### src/hw/rtl/asn_pkg.sv
// ---------------------------------------------------------------------------
// asn_pkg: shared types and constants of the autorange sensor to note unit
// Sample width, divider widths, the job passed from front to back and the
// completion status passed back.
// ---------------------------------------------------------------------------
`default_nettype none

package asn_pkg;

  localparam int SAMPLE_BITS = 16;
  localparam int DIFF_BITS   = SAMPLE_BITS + 1;   // sample minus range low, never negative
  localparam int NOTE_BITS   = 7;
  localparam int DIV_BITS    = DIFF_BITS + NOTE_BITS;
  localparam int TICK_BITS   = 16;
  localparam int GAP_BITS    = 16;

  localparam logic signed [SAMPLE_BITS-1:0] SAMPLE_MAX = {1'b0, {(SAMPLE_BITS-1){1'b1}}};
  localparam logic signed [SAMPLE_BITS-1:0] SAMPLE_MIN = {1'b1, {(SAMPLE_BITS-1){1'b0}}};

  localparam logic [NOTE_BITS-1:0] NOTE_TOP      = 7'd127;
  localparam logic [NOTE_BITS-1:0] KEY_PLAY_LOW  = 7'd2;
  localparam logic [NOTE_BITS-1:0] KEY_PLAY_HIGH = 7'd125;

  localparam logic [1:0] REG_MIN_GAP    = 2'd0;
  localparam logic [1:0] REG_KEY_INVERT = 2'd1;
  localparam logic [1:0] REG_VEL_INVERT = 2'd2;

  localparam logic ACTION_OFF  = 1'b0;
  localparam logic ACTION_PLAY = 1'b1;

  typedef struct packed {
    logic [DIFF_BITS-1:0] key_num;
    logic [DIFF_BITS-1:0] key_span;
    logic [DIFF_BITS-1:0] vel_num;
    logic [DIFF_BITS-1:0] vel_span;
  } job_t;

  typedef struct packed {
    logic done;
    logic play;
  } status_t;

endpackage

`default_nettype wire

### src/hw/rtl/asn_front.sv
// ---------------------------------------------------------------------------
// asn_front: tick intake and range tracking
// Applies the clear flags, counts ticks since the last play, widens the
// ranges and hands span and offset of both channels to the back end.
// ---------------------------------------------------------------------------
`default_nettype none

module asn_front
  import asn_pkg::*;
(
  input  wire                          clk,
  input  wire                          rst,
  input  wire                          in_valid,
  output logic                         in_ready,
  input  wire  signed [SAMPLE_BITS-1:0] key_sample,
  input  wire  signed [SAMPLE_BITS-1:0] vel_sample,
  input  wire                          clear_key_range,
  input  wire                          clear_vel_range,
  input  wire         [GAP_BITS-1:0]   min_gap,
  output logic                         job_valid,
  input  wire                          job_ready,
  output job_t                         job,
  input  status_t                      status
);

  logic signed [SAMPLE_BITS-1:0] key_low, key_high, vel_low, vel_high;
  logic [TICK_BITS-1:0] ticks;
  logic busy;

  logic signed [SAMPLE_BITS-1:0] kl_c, kh_c, vl_c, vh_c;
  logic signed [SAMPLE_BITS-1:0] kl_next, kh_next, vl_next, vh_next;
  logic [TICK_BITS-1:0] ticks_inc;
  logic evaluate;
  logic accept;

  assign in_ready = !busy && job_ready;
  assign accept   = in_valid && in_ready;

  always_comb begin
    kl_c = clear_key_range ? SAMPLE_MAX : key_low;
    kh_c = clear_key_range ? SAMPLE_MIN : key_high;
    vl_c = clear_vel_range ? SAMPLE_MAX : vel_low;
    vh_c = clear_vel_range ? SAMPLE_MIN : vel_high;
    ticks_inc = (ticks == {TICK_BITS{1'b1}}) ? ticks : ticks + 1'b1;
    evaluate  = ticks_inc > min_gap;
    kl_next = kl_c;
    kh_next = kh_c;
    vl_next = vl_c;
    vh_next = vh_c;
    if (evaluate) begin
      if (key_sample > kh_c) kh_next = key_sample;
      if (key_sample < kl_c) kl_next = key_sample;
      if (vel_sample > vh_c) vh_next = vel_sample;
      if (vel_sample < vl_c) vl_next = vel_sample;
    end
  end

  // Offsets and spans are taken after widening, so none of them is negative.
  always_comb begin
    job.key_num  = DIFF_BITS'($signed({key_sample[SAMPLE_BITS-1], key_sample})
                              - $signed({kl_next[SAMPLE_BITS-1], kl_next}));
    job.key_span = DIFF_BITS'($signed({kh_next[SAMPLE_BITS-1], kh_next})
                              - $signed({kl_next[SAMPLE_BITS-1], kl_next}));
    job.vel_num  = DIFF_BITS'($signed({vel_sample[SAMPLE_BITS-1], vel_sample})
                              - $signed({vl_next[SAMPLE_BITS-1], vl_next}));
    job.vel_span = DIFF_BITS'($signed({vh_next[SAMPLE_BITS-1], vh_next})
                              - $signed({vl_next[SAMPLE_BITS-1], vl_next}));
  end

  assign job_valid = accept && evaluate;

  always_ff @(posedge clk) begin
    if (rst) begin
      key_low  <= SAMPLE_MAX;
      key_high <= SAMPLE_MIN;
      vel_low  <= SAMPLE_MAX;
      vel_high <= SAMPLE_MIN;
      ticks    <= {TICK_BITS{1'b1}};
      busy     <= 1'b0;
    end else begin
      if (accept) begin
        key_low  <= kl_next;
        key_high <= kh_next;
        vel_low  <= vl_next;
        vel_high <= vh_next;
        ticks    <= ticks_inc;
        busy     <= evaluate;
      end else if (status.done) begin
        busy <= 1'b0;
        if (status.play) begin
          ticks <= '0;
        end
      end
    end
  end

endmodule

`default_nettype wire

### src/hw/rtl/asn_queue.sv
// ---------------------------------------------------------------------------
// asn_queue: two-entry job queue
// Decouples the intake from the divider back end.
// ---------------------------------------------------------------------------
`default_nettype none

module asn_queue
  import asn_pkg::*;
(
  input  wire   clk,
  input  wire   rst,
  input  wire   push_valid,
  output logic  push_ready,
  input  job_t  push_job,
  output logic  pop_valid,
  input  wire   pop_ready,
  output job_t  pop_job
);

  job_t       entry [2];
  logic       wptr, rptr;
  logic [1:0] count;
  logic       push, pop;

  assign push_ready = count != 2'd2;
  assign pop_valid  = count != 2'd0;
  assign push       = push_valid && push_ready;
  assign pop        = pop_valid && pop_ready;
  assign pop_job    = entry[rptr];

  always_ff @(posedge clk) begin
    if (rst) begin
      wptr  <= 1'b0;
      rptr  <= 1'b0;
      count <= 2'd0;
    end else begin
      if (push) wptr <= !wptr;
      if (pop)  rptr <= !rptr;
      if (push && !pop)      count <= count + 2'd1;
      else if (pop && !push) count <= count - 2'd1;
    end
  end

  always_ff @(posedge clk) begin
    if (push) begin
      entry[wptr] <= push_job;
    end
  end

endmodule

`default_nettype wire

### src/hw/rtl/asn_back.sv
// ---------------------------------------------------------------------------
// asn_back: scaling divider and note decision
// One restoring divider, shared by key and velocity, yields seven quotient
// bits per channel; the note decision goes into the output register.
// ---------------------------------------------------------------------------
`default_nettype none

module asn_back
  import asn_pkg::*;
(
  input  wire                  clk,
  input  wire                  rst,
  input  wire                  job_valid,
  output logic                 job_ready,
  input  job_t                 job,
  input  wire                  key_invert,
  input  wire                  vel_invert,
  output logic                 out_valid,
  input  wire                  out_ready,
  output logic                 out_action,
  output logic [NOTE_BITS-1:0] out_key,
  output logic [NOTE_BITS-1:0] out_vel,
  output status_t              status
);

  localparam logic [1:0] ST_IDLE = 2'd0;
  localparam logic [1:0] ST_DIV  = 2'd1;
  localparam logic [1:0] ST_OUT  = 2'd2;
  localparam logic [2:0] LAST_STEP = 3'(NOTE_BITS - 1);

  logic [1:0] state;
  logic [2:0] step;
  logic       chan;          // 0 key, 1 velocity
  job_t       cur;
  logic [DIV_BITS-1:0]  rem;
  logic [NOTE_BITS-1:0] quo, key_q;

  logic [DIFF_BITS-1:0] span;
  logic [DIV_BITS-1:0]  trial;
  logic                 fits;
  logic [NOTE_BITS-1:0] quo_next, quo_fix;
  logic [NOTE_BITS-1:0] key_m, vel_m;
  logic                 play;
  logic                 deliver;

  function automatic logic [DIV_BITS-1:0] times_top(input logic [DIFF_BITS-1:0] n);
    times_top = {n, {NOTE_BITS{1'b0}}} - DIV_BITS'(n);
  endfunction

  always_comb begin
    span     = chan ? cur.vel_span : cur.key_span;
    trial    = DIV_BITS'(span) << (LAST_STEP - step);
    fits     = rem >= trial;
    quo_next = {quo[NOTE_BITS-2:0], fits};
    // A zero span scales to zero.
    quo_fix  = (span == '0) ? '0 : quo_next;
  end

  always_comb begin
    key_m   = key_invert ? NOTE_TOP - key_q : key_q;
    vel_m   = vel_invert ? NOTE_TOP - quo : quo;
    play    = key_m >= KEY_PLAY_LOW && key_m <= KEY_PLAY_HIGH;
    deliver = (state == ST_OUT) && (!out_valid || out_ready);
  end

  assign job_ready   = state == ST_IDLE;
  assign status.done = deliver;
  assign status.play = play;

  always_ff @(posedge clk) begin
    if (rst) begin
      state     <= ST_IDLE;
      out_valid <= 1'b0;
    end else begin
      if (deliver) begin
        out_valid <= 1'b1;
      end else if (out_ready) begin
        out_valid <= 1'b0;
      end
      unique case (state)
        ST_IDLE: if (job_valid) state <= ST_DIV;
        ST_DIV:  if (chan && step == LAST_STEP) state <= ST_OUT;
        ST_OUT:  if (deliver) state <= ST_IDLE;
        default: state <= ST_IDLE;
      endcase
    end
  end

  always_ff @(posedge clk) begin
    unique case (state)
      ST_IDLE: begin
        cur  <= job;
        rem  <= times_top(job.key_num);
        quo  <= '0;
        step <= '0;
        chan <= 1'b0;
      end
      ST_DIV: begin
        if (step == LAST_STEP) begin
          step <= '0;
          if (!chan) begin
            key_q <= quo_fix;
            chan  <= 1'b1;
            rem   <= times_top(cur.vel_num);
            quo   <= '0;
          end else begin
            quo <= quo_fix;
          end
        end else begin
          if (fits) rem <= rem - trial;
          quo  <= quo_next;
          step <= step + 3'd1;
        end
      end
      ST_OUT: begin
        if (deliver) begin
          out_action <= play ? ACTION_PLAY : ACTION_OFF;
          out_key    <= play ? key_m : '0;
          out_vel    <= play ? vel_m : '0;
        end
      end
      default: ;
    endcase
  end

endmodule

`default_nettype wire

### src/hw/rtl/autorange_sensor_to_note_unit.sv
// ---------------------------------------------------------------------------
// autorange_sensor_to_note_unit: autoranging sensor to note trigger
// Tracks adaptive ranges of a key and a velocity channel and turns each
// millisecond tick into an optional note-on or note-off.
// ---------------------------------------------------------------------------
//  channel  direction  transaction
//  s_*      in         one tick: key and velocity samples, range clear flags
//  m_*      out        one note event: action, key number, velocity
//  cfg_*    in         register write: min_gap, key_invert, vel_invert
//
// A tick that does not reach the gap gives no event and leaves the intake free.
// An evaluated tick runs two channels of seven restoring divider steps each,
// one after the other on the one shared divider, plus the output hand-over.
// The next tick is taken once the note decision has gone to the output
// register, which may still be waiting on m_tready.
// Reset is synchronous; it empties the ranges and saturates the tick count.
// ---------------------------------------------------------------------------
`default_nettype none

module autorange_sensor_to_note_unit
  import asn_pkg::*;
(
  input  wire         clk,
  input  wire         rst,
  input  wire         s_tvalid,
  output logic        s_tready,
  input  wire  [31:0] s_tdata,     // key_sample[15:0], vel_sample[31:16]
  input  wire  [1:0]  s_tuser,     // clear_key_range[0], clear_vel_range[1]
  output logic        m_tvalid,
  input  wire         m_tready,
  output logic [15:0] m_tdata,     // note_key[6:0], note_velocity[13:7], zeros[15:14]
  output logic        m_tuser,     // action[0]
  input  wire         cfg_valid,
  output logic        cfg_ready,
  input  wire  [1:0]  cfg_index,
  input  wire  [15:0] cfg_data
);

  logic [GAP_BITS-1:0] min_gap;
  logic key_invert, vel_invert;

  job_t    front_job, back_job;
  logic    push_valid, push_ready, pop_valid, pop_ready;
  status_t status;
  logic [NOTE_BITS-1:0] out_key, out_vel;

  assign cfg_ready = 1'b1;

  always_ff @(posedge clk) begin
    if (rst) begin
      min_gap    <= GAP_BITS'(40);
      key_invert <= 1'b0;
      vel_invert <= 1'b0;
    end else if (cfg_valid && cfg_ready) begin
      unique case (cfg_index)
        REG_MIN_GAP:    min_gap    <= cfg_data[GAP_BITS-1:0];
        REG_KEY_INVERT: key_invert <= cfg_data[0];
        REG_VEL_INVERT: vel_invert <= cfg_data[0];
        default: ;
      endcase
    end
  end

  asn_front u_front (
    .clk             (clk),
    .rst             (rst),
    .in_valid        (s_tvalid),
    .in_ready        (s_tready),
    .key_sample      (s_tdata[15:0]),
    .vel_sample      (s_tdata[31:16]),
    .clear_key_range (s_tuser[0]),
    .clear_vel_range (s_tuser[1]),
    .min_gap         (min_gap),
    .job_valid       (push_valid),
    .job_ready       (push_ready),
    .job             (front_job),
    .status          (status)
  );

  asn_queue u_queue (
    .clk        (clk),
    .rst        (rst),
    .push_valid (push_valid),
    .push_ready (push_ready),
    .push_job   (front_job),
    .pop_valid  (pop_valid),
    .pop_ready  (pop_ready),
    .pop_job    (back_job)
  );

  asn_back u_back (
    .clk        (clk),
    .rst        (rst),
    .job_valid  (pop_valid),
    .job_ready  (pop_ready),
    .job        (back_job),
    .key_invert (key_invert),
    .vel_invert (vel_invert),
    .out_valid  (m_tvalid),
    .out_ready  (m_tready),
    .out_action (m_tuser),
    .out_key    (out_key),
    .out_vel    (out_vel),
    .status     (status)
  );

  assign m_tdata = {2'b00, out_vel, out_key};

  // The back end only finishes an item that the front end is waiting on.
  assert property (@(posedge clk) disable iff (rst) status.done |-> !s_tready)
    else $error("completion without a pending tick");

  // A job is never pushed into a full queue.
  assert property (@(posedge clk) disable iff (rst) push_valid |-> push_ready)
    else $error("job pushed into full queue");

  // A play always carries a key inside the playable band.
  assert property (@(posedge clk) disable iff (rst)
    (m_tvalid && m_tuser == ACTION_PLAY) |->
      (m_tdata[6:0] >= KEY_PLAY_LOW && m_tdata[6:0] <= KEY_PLAY_HIGH))
    else $error("play outside key band");

  // A note-off carries zero key and velocity.
  assert property (@(posedge clk) disable iff (rst)
    (m_tvalid && m_tuser == ACTION_OFF) |-> m_tdata == 16'd0)
    else $error("note-off with nonzero payload");

endmodule

`default_nettype wire
### config.mk
export PLATFORM = sky130hd
export DESIGN_NAME = autorange_sensor_to_note_unit
export DESIGN_NICKNAME = d
export VERILOG_FILES = /design/src/hw/rtl/asn_pkg.sv /design/src/hw/rtl/asn_front.sv /design/src/hw/rtl/asn_queue.sv /design/src/hw/rtl/asn_back.sv /design/src/hw/rtl/autorange_sensor_to_note_unit.sv
export SDC_FILE = /design/constraint.sdc
export NUM_CORES = 1
export LEC_CHECK = 0
export BUFFER_PORTS_ARGS = -buffer_cell sky130_fd_sc_hd__buf_2
export CORE_MARGIN = 5
export CORE_UTILIZATION = 30
export CTS_BUF_LIST = sky130_fd_sc_hd__clkbuf_2
export CTS_CLUSTER_SIZE = 25
export DETAILED_ROUTE_END_ITERATION = 16
export PLACE_DENSITY = 0.55
export SLEW_MARGIN = 20
export SYNTH_ARGS = -nofsm -noshare
export SYNTH_HDL_FRONTEND = slang
export SYNTH_HIERARCHICAL = 1
export SYNTH_SLANG_ARGS = --single-unit
### constraint.sdc
create_clock -name clk -period 8 [get_ports clk]
set_input_delay 0.8 -clock clk [delete_from_list [all_inputs] [get_ports clk]]
set_output_delay 0.8 -clock clk [all_outputs]
set_load 0.01 [all_outputs]
==> results of run 1 <==
-- registers in the layout, summed over array words and instances (netlist names), 16 cells and up, named ones only --
signal            cells
u_back/cur           51
u_back/rem           24
u_front/ticks        16
min_gap              16
u_front/vel_high     16
u_front/vel_low      16
u_queue/entry       136
u_front/key_high     16
u_front/key_low      16
-- power by group --
group          internal [mW]  total, mW  switching [mW]
sequential              2.80       3.12           0.322
clock                  0.468       1.25           0.782
combinational           2.48       6.36            3.88
-- cells by family (layout without fill, tap and decap cells) --
kind of cell / after synthesis / after routing / synth area share (%)
mux: 124 / 124 / 6.47
xor+xnor: 133 / 133 / 5.05
simple gates: 780 / 780 / 16.4
fa+ha+maj: 193 / 193 / 10.5
compound gates: 571 / 571 / 16.6
flops: 351 / 351 / 41.0
buf+inv: 210 / 393 / 3.87
other cells: 2 / 8 / 0.0325
-- per-layer routing --
| metal | vias up | track usage [%] |
|---|---|---|
| met1 | 8756 | 19.6 |
| met4 | 0 | 4.99 |
| met2 | 457 | 24.0 |
| li1 | 8941 | - |
| met3 | 95 | 2.35 |
| met5 | - | 0 |
-- metrics by stage --
stage	instances	area (um^2)	setup WS, ps	hold WS [ps]	total power, mW
4_1_cts	3578	25600	393	19.7	10.8
6_report	3583	25600	662	188	10.7
5_1_grt	3583	25600	33.2	116	11.6
3_3_place_gp	3390	24500	555	443	9.33
2_1_floorplan	2365	23100	863	436	7.78
3_5_place_dp	3390	24500	359	447	9.44
-- cell type report --
cell class,count,area share [%]
Sequential cell,351,37.0
Multi-Input combinational cell,1804,49.9
Clock buffer,122,2.39
Tap cell,1030,5.04
Timing Repair Buffer,122,3.09
Clock inverter,44,0.925
Antenna cell,5,0.0489
Inverter,105,1.54
-- worst register-to-register path, delay by kind of cell, from the launching register on --
| kind | cells | cell delay [ps] |
|---|---|---|
| flops | 1 | 450 |
| compound gates | 7 | 2180 |
| simple gates | 10 | 1890 |
| xor+xnor | 1 | 160 |
| buf+inv | 2 | 600 |
| fa+ha+maj | 5 | 1810 |
-- synthesized netlist by cell type, drive strengths merged, types with 64 or more instances --
master and count:
inv 102, mux2 79, nand2 252, nor2 210, clkbuf 69, o21ai 141, ha 180, edfxtp 244
xnor2 88, a21oi 149, dfxtp 107, nand2b 64
-- path summary, 6_finish.rpt --
| check | slack, ps | endpoint | cells past startpoint |
|---|---|---|---|
| setup / recovery | 660 | u_queue/entry[0][65] | 25 |
| hold / removal | 190 | u_front/vel_low[7] | 4 |
| hold reg to reg | 460 | u_front/vel_high[6] | 2 |
| setup reg to reg | 660 | u_queue/entry[0][65] | 25 |
-- repair_timing --
| item | CTS | global route |
|---|---|---|
| endpoints found under the hold margin | 21 | 0 |
| resized for setup | 0 | 2 |
| hold buffers | 22 | 0 |
| setup endpoints to repair | 0 | 10 |
==> impl_metrics.tcl, run 1 <==
set metrics [dict create \
    dieArea_um2 82600 \
    multiInputGateArea_um2 12800 \
    clockRootBuffer "clkbuf_2" \
    setup-violations-final 0 \
    grt_usage_pct 14.6 \
    cts.sinks 351 \
    clkTransAtPathRegs_ps 110 \
    power_density_nw_per_um2 420 \
    numCtsBuffers 92 \
    ys.flop_type "edfxtp_1" \
    critPathMaxFanout 50 \
    hold_class "input pin to register" \
    relSlewSlack_pct 36.1 \
    nFillCells 7915 \
    cts_max_path_buffers 3 \
    fin_crit_sh_pct 91.7 \
    critical_path_arrival_ps 8090 \
    grt_overflow_total 0 \
    async_reset_ff_share_pct 0 \
    cts_tree "yes" \
    drt-met1-wl_um 28700 \
    synth_top_area_share_pct 31.7 \
    wl_met2_um 28900 \
    drt_iter0_drc 1088 \
    p_leak_nw 10.1 \
    pin_count 77 \
    worstSetupStartpointType "register" \
    final_cell_mix "nand2_1 (250), edfxtp_1 (244), nor2_1 (209)" \
    drv_slew 0 \
    ys_seq_elements 351 \
    peakVddDrop_uv 187 \
    synthDistinctLibCells 109 \
    ctsHtreeMaxLevel 3 \
    crit_start "u_front/ticks[6]" \
    top_layer "met4" \
    dr_wl_met3_um 2810 \
    numPortBuffers 73 \
    crit_family "compound AO/OA/AOI/OAI gates" \
    post-cts-setup-buffers 0 \
    worst_slew_pin_slew_ps 956 \
    synth_warnings 6 \
    fp.dieW_um 287 \
    area_growth_pct 10.8 \
    grt_max_degree 72 \
    required_ps 8750 \
    antenna_left 0 \
    ys_top_cells_by_area "edfxtp_1 (32%), ha_1 (9.8%), dfxtp_1 (9.3%), nand2_1 (4.1%), nor2_1 (3.4%)" \
    grt_pass1_wl_um 97700 \
    synth_area_um2 23100 \
    cpMostUsedCell "nand4_1" \
    antenna_found_initial 1 \
    grt_pass1_vias 17800 \
    die_h_um 287 \
    hp-start "s_tuser[1]" \
    layout.cells.most_common "nand2_1" \
    crit_type "register to register" \
    worstReg2RegStart "u_front/ticks[6]" \
    synth-edff-count 244 \
    worst-path-buf-inv 2 \
    dr.pass1.iters 5 \
    cpPeakStageDelay_ps 550 \
    yosys.area.top_type "edfxtp_1" \
    synth.avg_cell_area_um2 9.77 \
    rsz0062_at_grt "no" \
    wl_per_cell_um 17.3 \
    fin_crit_ps 7340 \
    setup-tns-final_ps 0 \
    fin_util_pct 33.6 \
    fp-row-count 101 \
    core-area_um2 76100 \
    drc 0 \
    drive_above_1_share_pct 15.0 \
    routed_wl_um 61900 \
    regArea_um2 9470 \
    drv_cap 0 \
    synth_sequential_area_ratio_pct 41.0 \
    syn_inst 2364 \
    skew_ps 98.4 \
    status "finished, final reports clean" \
    place_congestion 0.897 \
    clk_latency_ps 1080 \
    cp_slowest_cell "o21ai_0" \
    fin_nets 2718 \
    fmax_ghz 0.136 \
    num_vias 18200 \
    hold_viol 0 \
    viasPerCell 5.09 \
    endpoint_kind "register" \
    initial_core_util_pct 30.3 \
    hpwlAfterDp_um 46400 \
]
(Power assumes the default switching activity.)
==> run 2, diff against run 1 <==
--- a/config.mk
+++ b/config.mk
@@ -5,6 +5,7 @@
 export SDC_FILE = /design/constraint.sdc
 export NUM_CORES = 1
 export LEC_CHECK = 0
+export ABC_AREA = 1
 export BUFFER_PORTS_ARGS = -buffer_cell sky130_fd_sc_hd__buf_2
 export CORE_MARGIN = 5
 export CORE_UTILIZATION = 30
==> run 2 against run 1 <==
  * Maximum frequency up 19%
  * Clock skew is 32 ps higher
  * Via count grew 16%
  * Sequential power about the same
  * Synthesized area grew 7.2%
  * Synthesized cell count is 37% higher
  * Clock power rose by 7%
  * Cell count increased by 26%
  * Register-to-register slack improved by 1200 ps
  * Critical path type unchanged
  * Largest cell class unchanged
==> impl_metrics.tcl, run 2 <==
set metrics [dict create \
    grt_pass1_vias 20200 \
    critical_path_arrival_ps 6920 \
    fmax_ghz 0.162 \
    clockRootBuffer "clkbuf_2" \
    fp.dieW_um 297 \
    required_ps 8750 \
    dr.pass1.iters 6 \
    worstRegToRegCells 35 \
    drive_above_1_share_pct 10.9 \
    regMostFlops "u_queue/entry" \
    hold_depth 5 \
    grt_max_degree 85 \
    area_growth_pct 10.5 \
    ys.flop_type "edfxtp_1" \
    synth_top_cells_by_count "nand2_1 (792), inv_1 (481), nor2_1 (328)" \
    grt_overflow_total 0 \
    crit_start "u_front/ticks[0]" \
    fin_crit_ps 6160 \
    fin_nets 3610 \
    drv_slew 0 \
    cts_max_path_buffers 3 \
    synth_sequential_area_ratio_pct 38.3 \
    fin_util_pct 33.4 \
    p_leak_nw 12.8 \
    grt_usage_pct 14.6 \
    die_h_um 297 \
    drt_iter0_drc 1252 \
    synth_area_um2 24700 \
    antenna_left 0 \
    skew_ps 130 \
    worst_slew_pin_slew_ps 1040 \
    synth.avg_cell_area_um2 7.64 \
    cpMostUsedCell "nand2_1" \
    fin_area_um2 27300 \
    crit_type "register to register" \
    clkTransAtPathRegs_ps 90 \
    async_reset_ff_share_pct 0 \
    final_cell_mix "nand2_1 (791), inv_1 (481), nor2_1 (324)" \
    setup-tns-final_ps 0 \
    layout.cells.most_common "nand2_1" \
    wl_per_cell_um 14.6 \
    numCtsBuffers 93 \
    r2r_slack_ps 1840 \
    ys_top_cells_by_area "edfxtp_1 (30%), nand2_1 (12%), ha_1 (9.1%), dfxtp_1 (8.7%), inv_1 (7.3%)" \
    pre_cts_slack_ps 1970 \
    yosysMostFrequentCell "nand2_1" \
    initial_core_util_pct 30.2 \
    num_vias 21100 \
    core-area_um2 82000 \
    dp.cells 4310 \
    rsz0062_at_grt "no" \
    fin_crit_sh_pct 77.0 \
    hold_viol 0 \
    drc 0 \
    viasPerCell 4.68 \
    hold_class "input pin to register" \
    peakVddDrop_uv 158 \
    synth-edff-count 244 \
    cts_tree "yes" \
    relSlewSlack_pct 30.8 \
    pin_count 77 \
    endpoint_kind "register" \
    grt_pass1_wl_um 106000 \
    cp_slowest_cell "fa_1" \
    setup-violations-final 0 \
    place_congestion 0.914 \
    postCtsResizedCells 0 \
    ctsHtreeMaxLevel 3 \
    antenna_found_initial 1 \
    fp-row-count 105 \
    worstSetupStartpointType "register" \
    clk_latency_ps 1100 \
    hp-start "s_tdata[31]" \
    placed_area_um2 26100 \
    dieArea_um2 88300 \
    status "finished, final reports clean" \
    reg_top3 "u_queue/entry x136, u_back/cur x51, u_back/rem x24" \
    drv_cap 0 \
    hpwlAfterDp_um 50700 \
    cts.sinks 351 \
    synth_top_area_share_pct 29.6 \
    cpPeakStageDelay_ps 400 \
    synth_warnings 6 \
    syn_inst 3240 \
    largest_reg_flops 136 \
    synthDistinctLibCells 61 \
    nFillCells 8888 \
    ys_seq_elements 351 \
    worstReg2RegStart "u_front/ticks[0]" \
    yosys.area.top_type "edfxtp_1" \
    numPortBuffers 73 \
    critPathMaxFanout 36 \
    holdWs_ps 226 \
    power_density_nw_per_um2 431 \
    routed_wl_um 65800 \
    fin_ws_ps 1840 \
    stdcell_count 4514 \
    total_power_mw 11.8 \
]
==> run 2: cell count changes after synthesis, sizes merged, moves of 18 or more <==
cell and change:
a31oi -18, nor2 +128, nand3 +170, inv +393, nand2b -64, mux2i -28
a211o -31, nand2 +554, a21o -32, nor2b -36, a21oi +74, o21ai +55
xnor2 -56, clkbuf -26
==> run 2: final timing paths <==
kind	endpoint
max	u_queue/entry[1][14]
min	u_front/vel_high[15]
max reg2reg	u_queue/entry[1][14]
min reg2reg	min_gap[3]
==> run 2: critical path, delay by kind of cell, from the launching register on <==
| kind | cells | cell delay [ps] |
|---|---|---|
| AND/OR/NAND/NOR | 19 | 2510 |
| AO/OA/AOI/OAI | 6 | 1360 |
| adder cells (fa/ha/maj) | 3 | 950 |
| buffers and inverters | 7 | 620 |
| flip-flops | 1 | 380 |
==> run 2: report_power, final <==
group / internal, mW / total [mW] / switching, mW
Clock: 0.547 / 1.34 / 0.794
Combinational: 2.44 / 7.34 / 4.91
Sequential: 2.87 / 3.10 / 0.233
Total: 5.85 / 11.8 / 5.93
==> run 2: per-layer routing <==
layer,vias up,global-route usage (%),part of all wire [%]
met5,-,0,0
met1,9597,19.3,46
li1,11000,-,-
met4,0,5.84,3.1
met2,423,24.1,46
met3,111,2.15,4.5
==> run 2: cell families after synthesis <==
kind of cell             after synthesis  synth area share [%]
adder cells (fa/ha/maj)              185                  9.51
XOR/XNOR                              79                  2.80
flip-flops                           351                  38.3
AO/OA/AOI/OAI                        493                  10.9
buffers and inverters                584                  9.56
multiplexers                          79                  3.84
other                                  2                0.0304
AND/OR/NAND/NOR                     1467                  25.1
==> run 2: area by class of cell <==
type | count | area [um^2] | area share, %
Multi-Input combinational cell | 2306 | 12900 | 47.3
Antenna cell | 1 | 2.50 | 0.00915
Clock inverter | 43 | 287 | 1.05
Sequential cell | 351 | 9470 | 34.6
Tap cell | 1070 | 1340 | 4.90
Timing Repair Buffer | 119 | 793 | 2.90
Clock buffer | 127 | 636 | 2.32
Inverter | 497 | 1870 | 6.85
==> run 2: what timing repair did <==
item                      4_1_cts  5_1_grt
hold endpoints to repair       21        0
hold buffers                   33        0
buffers inserted                0        0
